`src/rtl/core/gre_pkg.sv`:
```
// ----------------------------------------------------------------------------
// gre_pkg
// Shared types and constants for the graph reachability engine.
// ----------------------------------------------------------------------------
package gre_pkg;

  localparam int unsigned VW = 6;   // vertex index width
  localparam int unsigned RW = 64;  // adjacency row / mask width
  localparam int unsigned CW = 7;   // vertex_count width

  localparam logic [1:0] KIND_ADD_EDGE = 2'd0;
  localparam logic [1:0] KIND_PAIR_Q   = 2'd1;
  localparam logic [1:0] KIND_VERTEX_Q = 2'd2;

  // controller -> search unit
  typedef struct packed {
    logic          init;   // load start vertex
    logic          run;    // expand frontier / absorb read data
    logic [VW-1:0] start;
    logic [RW-1:0] act;    // active vertex mask
  } srch_cmd_t;

  // search unit -> controller
  typedef struct packed {
    logic          rd_en;
    logic [VW-1:0] rd_addr;
    logic          done;
  } srch_sts_t;

endpackage

```
`src/rtl/core/gre_adj_mem.sv`:
```
// ----------------------------------------------------------------------------
// gre_adj_mem
// Adjacency row memory, one write and one read port, registered read.
// Per-row valid bits cleared at reset; an unwritten row reads as zero.
// ----------------------------------------------------------------------------
module gre_adj_mem #(
  parameter int unsigned DEPTH = 64,
  parameter int unsigned AW    = (DEPTH > 1) ? $clog2(DEPTH) : 1
) (
  input  logic                   clk,
  input  logic                   rst_n,
  input  logic                   rd_en,
  input  logic [AW-1:0]          rd_addr,
  output logic [gre_pkg::RW-1:0] rd_data,
  input  logic                   wr_en,
  input  logic [AW-1:0]          wr_addr,
  input  logic [gre_pkg::RW-1:0] wr_data
);

  logic [gre_pkg::RW-1:0] mem [DEPTH];
  logic [DEPTH-1:0]       row_vld_r;
  logic [gre_pkg::RW-1:0] rd_data_r;
  logic                   rd_vld_r;

  always_ff @(posedge clk) begin
    if (wr_en) begin
      mem[wr_addr] <= wr_data;
    end
    if (rd_en) begin
      rd_data_r <= mem[rd_addr];
      rd_vld_r  <= row_vld_r[rd_addr];
    end
  end

  always_ff @(posedge clk) begin
    if (!rst_n) begin
      row_vld_r <= '0;
    end else if (wr_en) begin
      row_vld_r[wr_addr] <= 1'b1;
    end
  end

  assign rd_data = rd_vld_r ? rd_data_r : '0;

endmodule

```
`config.mk`:
```
export PLATFORM = sky130hd
export DESIGN_NAME = gre_adj_mem
export DESIGN_NICKNAME = d
export VERILOG_FILES = /design/src/rtl/core/gre_pkg.sv /design/src/rtl/core/gre_adj_mem.sv
export SDC_FILE = /design/constraint.sdc
export NUM_CORES = 2
export LEC_CHECK = 0
export BUFFER_PORTS_ARGS = -buffer_cell sky130_fd_sc_hd__buf_2
export CAP_MARGIN = 20
export CORE_MARGIN = 2
export CORE_UTILIZATION = 45
export DETAILED_ROUTE_END_ITERATION = 10
export MAX_ROUTING_LAYER = met4
export PLACE_DENSITY_LB_ADDON = 0.12
export SYNTH_ARGS = -nofsm -noshare
export SYNTH_HDL_FRONTEND = slang
export SYNTH_SLANG_ARGS = --single-unit
export TNS_END_PERCENT = 5
```
`constraint.sdc`:
```
create_clock -name clk -period 11 [get_ports clk]
set_input_delay 0.55 -clock clk [delete_from_list [all_inputs] [get_ports clk]]
set_output_delay 0.55 -clock clk [all_outputs]
set_load 0.02 [all_outputs]
```
Word level (Yosys, flattened, before mapping)
Memory sizes are Yosys's and may differ from the RTL's. A register that Yosys moved wholly into a read port is not among the register bits. Index checks and enable logic that the tools add are counted.

Input port bits: 80. Output and inout port bits: 64. Bits in writable memories: 4096. Memories: 1. Bits in latches: 0. Bits in read-only memories: 0. Flip-flop bits (word level): 65. Logic and storage cells: 15.

Reduce and logical (&&, ||, !) cells: 1. $lt $le $gt $ge: 3. $add $sub $neg: 0. Multiply operators: 0. Div/mod/pow operators: 0. Muxes and demuxes: 7. Shift-type cells: 0. Eq/ne operators: 0. Bitwise operators: 1.

Memories: mem (words 64, bits a word 64, read ports 1, clocked after memory_dff 1, write ports 1, line gre_adj_mem.sv:20) `logic [gre_pkg::RW-1:0] mem [DEPTH];`.

Operator list (number): $mux 64 (1); $or 64x64->64 (1); $lt 6x7->1 const B (2); $bmux 1 s6 (1); $demux 1 s6 (1); $ge 6x1->1 const B (1); $mux 1 (4); $logic_and 1x1->1 (1).

Depth between registers and ports, before layout
Word-level depth: 5. Depth in mapped cells: 10. Depth with buffers taken out: 5.

Worst setup path before layout
No wires, ideal clock.

Path type: input port to flip-flop. From: in wr_en. To: mem mem[40][0] (netlist bit), enable pin. Cell stages on the path: 3. Required time: 10.433 ns. Path buffers: 0. Library setup time: 0.567 ns. Arrival: 5.430 ns. Path slack: 5.003 ns. Cell sequence: nor2b_1 -> nand3_1 -> nor3_1.

Cells in the longest elaborated chain, start to end: 2.

RTL lines: start: declaration (line gre_adj_mem.sv:15) `input logic wr_en,`; $mux 1 (line gre_adj_mem.sv:26) `if (wr_en) begin`; $mux 1 (not written as such) (line gre_adj_mem.sv:27) `mem[wr_addr] <= wr_data;`; end: declaration (line gre_adj_mem.sv:20).

Every way passes these cells.

==> reports/qor.yml <==
logic_synthesis:
  syn_inst: 6894
  yosysSeqAreaShare_pct: 79.0
  synth_area_leaders: "edfxtp_1, mux4_2, mux2i_1"
  synth.distinct_cells: 33
  ys.flop_type: "edfxtp_1"
  synth_top_area_share_pct: 78.2
  synth.most_common_cell: "edfxtp_1"
  synth_common_cells: "edfxtp_1, mux4_2, a22oi_1, mux2i_1, buf_2"
  ys_ff_latch: 4225
  synth-edff-count: 4161
  yosys.area.top_type: "edfxtp_1"
  syn_area_per_cell_um2: 23.2
  synth-async-reset-ratio_pct: 0
  synth.cell_area_um2: 160000
  yosysWarnings: 0
  syn_nets: 6974
clocking:
  cts_buffer_depth: 4
  numClockSinks: 4225
  clk_latency_ns: 0.99
  cts_resized: 0
  cts_inserted_buffers: 438
  clk_pin_slew_ns: 0.06
  hold_buffers: 1
  cts_tree: "done"
  cts.htree.levels: 5
  cts-root-buf: "clkbuf_16"
  postCtsSetupBuffers: 0
detailed_routing:
  drc_errors: 0
  dr.first_iter.drc_count: 10592
  wl_per_cell_um: 39.0
  vias: 79407
  ant_nets: 0
  first_pass_iters: 5
  avgViaCountPerCell: 6.35
  wl_um: 488000
critical_path:
  crit_start: "rd_addr[1]"
  path_max_fanout: 64
  r2r_end: "rd_data_r[31]$_DFFE_PP_"
  r2r_start: "mem[13][31]$_DFFE_PP_"
  crit_arrival_ns: 4.46
  worstSetupPathType: "in2reg"
  worst-r2r-setup-slack_ns: 8.80
  cp_data_required_time_ns: 11.81
  cp-start-kind: "primary input"
  crit_path_end_kind: "flop"
  ff2ff_path_depth: 5
  endpoint: "rd_data_r[31]$_DFFE_PP_"
pwr:
  leakagePower_uw: 0.0570
  total_power_uw: 34200
  netSwitchingFraction_pct: 21.5
  power_frac_seq_pct: 52.3
  power_frac_comb_pct: 4.5
  power_density_nw_per_um2: 188
  p_switching_uw: 7350
  vdd_drop_max_v: 0.000154
  power.internal_uw: 26800
  power_frac_clock_pct: 43.1
layout:
  nNetsFinal: 7435
  layout-drive-gt1-share_pct: 27.9
  post-route-cell-area_um2: 182000
  syn2layout_area_growth_pct: 13.9
global_routing:
  antenna_found_initial: 56
  grt-ovfl-total: 0
  track_usage_pct: 27.9
  first_global_vias: 78367
  grt_pass1_wl_um: 663000
  grt_max_degree: 122
timing:
  finalSetupViolations: 0
  setup_tns_ns: 0
  hold_viol_final: 0
  period_share_pct: 33.2
  skew_ns: 0.0673
  min_period_ns: 3.65
  rsz0062_at_grt: "no"
  layout_setup_ws_ns: 7.35
  fmax_mhz: 274
  worst_slew_pin_slew_ns: 1.22
  relSlewSlack_pct: 18.5
  final_max_slew_viol_count: 0
placed_design:
  portBuffers: 143
  post-place-ws_ns: 6.25
  placed_cell_area_um2: 167000
  hpwlAfterDp_um: 252000
  gp_congestion: 0.800
floorplan:
  die_h_um: 600
  ios: 144
  die-area_um2: 360000
  die_x_um: 600
  std_cell_rows: 218
  core_um2: 353000
  start_util_pct: 45.3
run_status:
  status: "completed"
min_path:
  hold_class: "in2reg"
  holdPathStages: 1
job:
  maxCapViolations: 0
-- worst min-delay path by stage --
stage,from,endpoint,slack (ns)
floorplan,row_vld_r[10]$_SDFFE_PN0P_,row_vld_r[10]$_SDFFE_PN0P_,0.44
detailed placement,row_vld_r[59]$_SDFFE_PN0P_,row_vld_r[59]$_SDFFE_PN0P_,0.45
CTS,rst_n,row_vld_r[42]$_SDFFE_PN0P_,0.19
finish,wr_data[43],mem[36][43]$_DFFE_PP_,0.01
global placement,row_vld_r[18]$_SDFFE_PN0P_,row_vld_r[18]$_SDFFE_PN0P_,0.44
global route,wr_data[43],mem[34][43]$_DFFE_PP_,0.004
-- metrics by stage --
stage                     utilization (%)  hold WS, ns  cells
after floorplan                         -        0.435   6894
after global placement               47.3        0.441  11598
after detailed placement             47.3        0.448  11602
after CTS                            51.3        0.187  12421
after global routing                 51.6      0.00352  12493
final                                51.6       0.0140  12507
-- kinds of logic (layout without fill, tap and decap cells) --
logic type,Yosys count,after routing,share of synthesized area (%)
other cells,0,44,0
simple gates,511,511,1.53
flops,4225,4225,79.0
mux,1236,1236,15.9
buf+inv,409,1248,1.25
compound gates,513,513,2.36
-- power groups by stage --
stage	Combinational (µW)	Clock, µW	Sequential, µW
floorplan	873	0	18200
global placement	1520	0	18200
detailed placement	1540	0	18200
CTS	1540	15000	17900
global route	1640	15600	17900
finish	1550	14800	17900
-- critical path, stage by stage --
cell and delay, ns:
buf_8 0.45, buf_4 0.71, buf_4 0.81, mux4_2 0.37, nor2_1 0.05, a2111oi_0 0.87, o22ai_1 0.28, a31oi_1 0.20
-- sequential cells by signal, summed over array words and instances, names as in the netlist --
name	cells
rd_data_r	64
row_vld_r	64
rd_vld_r	1
mem	4096
-- metal layers --
metal / share of wire [%] / global-route usage [%] / vias to the layer above / wire length, µm
li1: - / - / 30508 / -
met3: 6.8 / 3.39 / 789 / 33300
met2: 50 / 45.2 / 3575 / 245000
met4: 3.0 / 7.93 / 0 / 14600
met1: 40 / 37.6 / 44535 / 195000
met5: 0 / - / - / 0
-- layout make-up --
cell class                      count  area, µm²
Fill cell                       27446     171000
Sequential cell                  4225     126000
Multi-Input combinational cell   2260      32200
Clock buffer                      537      11500
Tap cell                         4730       5920
Timing Repair Buffer              410       3390
Clock inverter                    281       2760
Antenna cell                       44        110
Inverter                           20       75.1
-- cells in the final DEF, fill, tap and decap left out, types with 39 or more instances in the layout --
cell and n:
a22oi_1 258, a31oi_1 39, and2_1 64, buf_12 44, buf_2 139, buf_4 202
bufinv_16 44, clkbuf_1 89, clkbuf_16 442, clkinv_1 108, clkinv_2 89, dfxtp_1 64
diode_2 44, edfxtp_1 4161, mux2i_1 196, mux4_2 1040, nand2_1 114, nand3_1 98
nor2_1 68, nor2_4 63, o21a_1 64, o22ai_1 83
(Power assumes the default switching activity.)
