==> config.mk <==
export PLATFORM = sky130hd
export DESIGN_NAME = gre_search
export DESIGN_NICKNAME = d
export VERILOG_FILES = /design/src/rtl/core/gre_pkg.sv /design/src/rtl/core/gre_search.sv
export SDC_FILE = /design/constraint.sdc
export NUM_CORES = 1
export LEC_CHECK = 0
export BUFFER_PORTS_ARGS = -buffer_cell sky130_fd_sc_hd__buf_2
export CAP_MARGIN = 30
export CORE_UTILIZATION = 30
export DETAILED_ROUTE_END_ITERATION = 6
export PLACE_DENSITY_LB_ADDON = 0.3
export SYNTH_ARGS = -nofsm -noshare
export SYNTH_HDL_FRONTEND = slang
export SYNTH_SLANG_ARGS = --single-unit
==> constraint.sdc <==
create_clock -name clk -period 5.85 [get_ports clk]
set_clock_uncertainty 0.1 [all_clocks]
set_input_delay 0.585 -clock clk [delete_from_list [all_inputs] [get_ports clk]]
set_output_delay 0.585 -clock clk [all_outputs]
set_load 0.005 [all_outputs]
==> src/rtl/core/gre_pkg.sv <==
// ----------------------------------------------------------------------------
// gre_pkg
// Shared types and constants for the graph reachability engine.
// ----------------------------------------------------------------------------
package gre_pkg;

  localparam int unsigned VW = 6;   // vertex index width
  localparam int unsigned RW = 64;  // adjacency row / mask width
  localparam int unsigned CW = 7;   // vertex_count width

  localparam logic [1:0] KIND_ADD_EDGE = 2'd0;
  localparam logic [1:0] KIND_PAIR_Q   = 2'd1;
  localparam logic [1:0] KIND_VERTEX_Q = 2'd2;

  // controller -> search unit
  typedef struct packed {
    logic          init;   // load start vertex
    logic          run;    // expand frontier / absorb read data
    logic [VW-1:0] start;
    logic [RW-1:0] act;    // active vertex mask
  } srch_cmd_t;

  // search unit -> controller
  typedef struct packed {
    logic          rd_en;
    logic [VW-1:0] rd_addr;
    logic          done;
  } srch_sts_t;

endpackage

==> src/rtl/core/gre_search.sv <==
// ----------------------------------------------------------------------------
// gre_search
// Visited / frontier sets for the component search. Issues one row read a
// cycle for the lowest vertex of a non-empty frontier; returning rows fold in.
// ----------------------------------------------------------------------------
module gre_search (
  input  logic                   clk,
  input  logic                   rst_n,
  input  gre_pkg::srch_cmd_t     cmd,
  input  logic [gre_pkg::RW-1:0] rd_data,
  output gre_pkg::srch_sts_t     sts,
  output logic [gre_pkg::RW-1:0] visited,
  output logic [gre_pkg::RW-1:0] reach,
  output logic [gre_pkg::RW-1:0] nbr
);

  logic [gre_pkg::RW-1:0] visited_r, visited_nxt;
  logic [gre_pkg::RW-1:0] frontier_r, frontier_nxt;
  logic [gre_pkg::RW-1:0] reach_r, reach_nxt;
  logic [gre_pkg::RW-1:0] nbr_r, nbr_nxt;
  logic                   pend_r, pend_nxt;
  logic                   first_r, first_nxt;
  logic [gre_pkg::RW-1:0] low_bit;
  logic [gre_pkg::RW-1:0] row_act;
  logic [gre_pkg::RW-1:0] fresh;
  logic [gre_pkg::VW-1:0] pick;
  logic                   issue;

  // isolate lowest set bit, then encode it
  assign low_bit = frontier_r & (~frontier_r + 1'b1);

  always_comb begin
    pick = '0;
    for (int j = 0; j < gre_pkg::RW; j++) begin
      if (low_bit[j]) pick = pick | gre_pkg::VW'(j);
    end
  end

  assign issue   = cmd.run && (frontier_r != '0);
  assign row_act = rd_data & cmd.act;
  assign fresh   = (cmd.run && pend_r) ? (row_act & ~visited_r) : '0;

  always_comb begin
    visited_nxt  = visited_r;
    frontier_nxt = frontier_r;
    reach_nxt    = reach_r;
    nbr_nxt      = nbr_r;
    pend_nxt     = pend_r;
    first_nxt    = first_r;
    if (cmd.init) begin
      visited_nxt  = gre_pkg::RW'(1) << cmd.start;
      frontier_nxt = gre_pkg::RW'(1) << cmd.start;
      reach_nxt    = '0;
      pend_nxt     = 1'b0;
      first_nxt    = 1'b1;
    end else if (cmd.run) begin
      visited_nxt  = visited_r | fresh;
      frontier_nxt = (frontier_r & ~(issue ? low_bit : '0)) | fresh;
      pend_nxt     = issue;
      if (pend_r) begin
        reach_nxt = reach_r | row_act;
        first_nxt = 1'b0;
        if (first_r) nbr_nxt = row_act;  // first row is the start vertex
      end
    end
  end

  always_ff @(posedge clk) begin
    if (!rst_n) begin
      frontier_r <= '0;
      pend_r     <= 1'b0;
      first_r    <= 1'b0;
    end else begin
      frontier_r <= frontier_nxt;
      pend_r     <= pend_nxt;
      first_r    <= first_nxt;
    end
  end

  always_ff @(posedge clk) begin
    visited_r <= visited_nxt;
    reach_r   <= reach_nxt;
    nbr_r     <= nbr_nxt;
  end

  assign sts.rd_en   = issue;
  assign sts.rd_addr = pick;
  assign sts.done    = (frontier_r == '0) && !pend_r;
  assign visited     = visited_r;
  assign reach       = reach_r;
  assign nbr         = nbr_r;

endmodule

# After elaboration in Yosys (flattened, before gate mapping)
# Cells that the tools add are included.
# totals
elab_cells	125
ff_bits	258
inputBits	138
# op_classes
shifts	1
n_reduce_logical	12
addsub	1
bitwise_logic	12
n_mux	93
# ops
op	n
$mux 64	22
$and 64x64->64	4
$mux 6	32
$not 64->64	3
$or 64x64->64	3
$mux 5	16
$add 64x1->64 const B	1
$logic_not 64->1	1
$reduce_bool 64->1	1
$shl 1x6->64 const A	1
$mux 4	8
$mux 3	4
$mux 1	9
$reduce_bool 2->1	3
$mux 2	2
$reduce_and 4->1	1
$logic_and 1x1->1	3
$not 1->1	2
$reduce_and 2->1	1
$reduce_or 2->1	1
$logic_not 1->1	1

# Depth between registers and ports, before layout
# logic_depth
word_depth	66
ltp_mapped	10

# Least setup slack after synthesis
# OpenSTA, ideal clock, no wires.
# synth_timing
kind	in2reg
start	in cmd[70] in the netlist's numbering
end	reg nbr_r (netlist bit nbr[0]), enable pin
setup_slack_ps	1003
path_buffers	3
setup_time_ps	487
cell_stages	6
t_arrival_ps	4260
path_cell_list	clkbuf_1 -> and2_1 -> clkbuf_1 -> nand2_1 -> buf_1 -> nor2_1
# synth_between
elab_chain_cells	2
# synth_lines
item	line_no	text
start, declared	gre_search.sv:9	input gre_pkg::srch_cmd_t cmd,
$reduce_bool 2->1 (no source line)	-	
$reduce_and 4->1 (no source line)	-	
end signal, assigned	gre_search.sv:83	nbr_r <= nbr_nxt;
end, declared	gre_search.sv:20	logic [gre_pkg::RW-1:0] nbr_r, nbr_nxt;
# Every way passes these cells.
# A chain may end at the register's enable or synchronous reset.

==> run_results.csv <==
group,metric,value,unit
yosys,ys_types,70,
cts,cts-root-buf,"clkbuf_16",
grt,grt_pass1_wl,70300,um
hold_path,min_path_cells,3,
yosys,ys_ff_latch,258,
timing,slew_viol_final,0,
setup_path,crit_chain,"nor4_4 -> nand4_4 -> or4_4 -> nor3_4 -> nand2_1 -> o2111ai_1 -> or4_1 -> buf_2",
setup_path,cp_data_arrival_time,3.72,ns
power,total_power,4.51,mW
cts,cts-resized-gates,0,
die,die_w,203,um
yosys,synth.avg_cell_area,9.09,sq um
setup_path,cp-startpoint,"frontier_r[0]",
yosys,synth_top_area_share,0.316,
cts,cts_tree,"yes",
place,numPortBuffers,337,
yosys,synth_commonest_cells,"a21oi_1, nand2_1, dfxtp_1",
setup_path,timing.rr.start,"pend_r",
yosys,synth_top_area_cell,"edfxtp_1",
yosys,muxShareOfSynthArea,0,
die,num_io_pins,338,
timing,layout_min_cycle_time,4.40,ns
yosys,synthAdderAreaFrac,0,
setup_path,ff2ff_path_depth,9,
yosys,synthesis.nets,1475,
yosys,synth-xor-area-share,0,
yosys,synth.most_common_cell,"a21oi_1",
grt,track_usage,0.222,
timing,tightest_slew,1.06,ns
cts,cts.reportedPaths.clkPinSlew,0.06,ns
timing,setup_viol,0,
yosys,ys_seq_area_frac,0.530,
yosys,synth_area_leaders,"edfxtp_1, dfxtp_1, a21oi_1",
route,drt_iter0_markers,757,
die,core_area,39800,sq um
place,gp_congestion,0.949,
job,maxCapViolations,0,
cts,cts_sinks,258,
grt,grt_max_degree,81,
cts,clockBufferDepth,3,
cts,cts_max_level,1,
setup_path,critPathMaxFanout,8,
route,ant_nets,0,
place,post-dp-hpwl,34600,um
die,start_util,0.305,
hold_path,hp-class,"input pin to register",
cts,post_cts_buffers,0,
layout,layout.nets,1784,
timing,max_freq,227,MHz
setup_path,required,5.16,ns
layout,areaGrowthSynthToFinish,26.5,%
yosys,yosys.area_share.simple,0.203,
grt,antenna_found_initial,0,
outcome,outcome,"complete, no violations",
yosys,synth_compound_area_frac,0.219,
timing,fin_setup_tns,0,ns
grt,grt_pass1_vias,11200,
hold_path,hp-start,"cmd[12]",
route,drc,0,
cts,numCtsBuffers,30,
route,routed_wl,47100,um
setup_path,critPathKind,"register to output port",
timing,grt_setup_unrepaired,"false",
timing,hold_violations,0,
yosys,async_flop_share,0,
power,power.density,293,nW/um^2
route,via_per_inst,5.36,
timing,slew_headroom,0.290,
yosys,yosysWarnings,0,
layout,drive_gt1_frac,0.261,
yosys,synth_ff_type,"dfxtp_1",
die,rows,73,
setup_path,reg2reg_setup_slack,2.52,ns
layout,diodes,0,
power,power_leakage,6.39,nW
yosys,synth-edff-count,128,
die,die_height,203,um
yosys,syn_area,12200,sq um
yosys,syn_inst,1337,
power,irDropWorstVdd,0.000211,V
setup_path,startpoint_type,"register",
setup_path,cp_slowest_cell,"or4_4",
timing,fin_crit_sh,0.753,
route,wl_per_cell,21.5,um
yosys,synth_top_family_by_area,"compound AO/OA/AOI/OAI gates",
cts,insertion_delay,0.57,ns
setup_path,crit_path_max_incr_delay,0.71,ns
cts,postCtsHoldBufs,0,
route,drtPass1Iterations,6,
die,dieArea,41300,sq um
setup_path,cp-end-kind,"output port",
route,vias,11800,
grt,grt-ovfl-total,0,
[sequential cells by signal, indices dropped and copies added (netlist names)]
name,count
reach,64
nbr,64
pend_r,1
frontier_r,64
first_r,1
visited,64
[routing by layer]
| layer | wire length [um] | global-route usage | vias to the layer above |
|---|---|---|---|
| li1 | - | - | 5558 |
| met1 | 20600 | 0.296 | 5703 |
| met2 | 22700 | 0.371 | 434 |
| met3 | 2770 | 0.0376 | 65 |
| met4 | 1090 | 0.0567 | 0 |
| met5 | 0 | 0 | - |
[logic make-up after synthesis]
logic type	after synthesis
flops	258
buf+inv	145
simple gates	493
compound gates	441
[power breakdown]
part / internal, mW / switching, mW / total (mW)
clock network: 1.14 / 0.762 / 1.90
logic: 0.194 / 0.409 / 0.603
registers: 1.96 / 0.0506 / 2.01
total: 3.29 / 1.22 / 4.51
[stage by stage]
stage	cell area (sq um)	hold WS, ns	setup WS, ns	utilization	std cells
detailed placement	14400	0.343	2.09	0.361	2139
finish	15400	0.266	1.45	0.386	2195
floorplan	12200	0.342	1.00	-	1337
CTS	15400	0.232	1.47	0.386	2195
global placement	14400	0.332	2.07	0.360	2137
global route	15400	0.261	1.17	0.386	2195
[cell usage in the layout, fill, tap and decap left out, types with 6 or more instances in the layout]
| master | Yosys | layout |
|---|---|---|
| nand4_1 | 15 | 15 |
| dfxtp_1 | 130 | 130 |
| and3_1 | 6 | 6 |
| o31ai_1 | 30 | 30 |
| nor4_1 | 15 | 15 |
| clkbuf_16 | 0 | 31 |
| nor2_1 | 125 | 123 |
| a31oi_1 | 19 | 19 |
| inv_1 | 64 | 64 |
| a32o_1 | 8 | 8 |
| or4_1 | 7 | 7 |
| buf_4 | 1 | 16 |
| o311ai_0 | 19 | 19 |
| nor3b_1 | 9 | 8 |
| nor4_2 | 8 | 8 |
| o211ai_1 | 26 | 26 |
| a21oi_1 | 206 | 206 |
| nor3_1 | 20 | 19 |
| clkbuf_1 | 58 | 7 |
| edfxtp_1 | 128 | 128 |
| nand3_1 | 42 | 42 |
| clkinv_2 | 0 | 6 |
| o21ai_0 | 82 | 82 |
| buf_2 | 8 | 337 |
| and2_1 | 26 | 25 |
| nand2_1 | 171 | 170 |
[final timing paths]
check                         to
setup / recovery          sts[5]
hold / removal           nbr[12]
setup reg to reg  frontier_r[40]
hold reg to reg         reach[6]
[critical path, delay by kind of cell (launching register included)]
kind	cells	cell delay, ns
DFF	1	0.37
AOI/OAI and AO/OA	1	0.25
and+or+nand+nor	6	2.38
buffers and inverters	1	0.13
[cell type report]
class	instances	area (sq um)
inverter	66	249
tap	525	657
sequential	258	6450
multi-input combinational	934	5170
clock buffer	41	843
timing repair buffer	356	1860
clock inverter	15	158
fill	4156	24400
(Power assumes the default switching activity.)
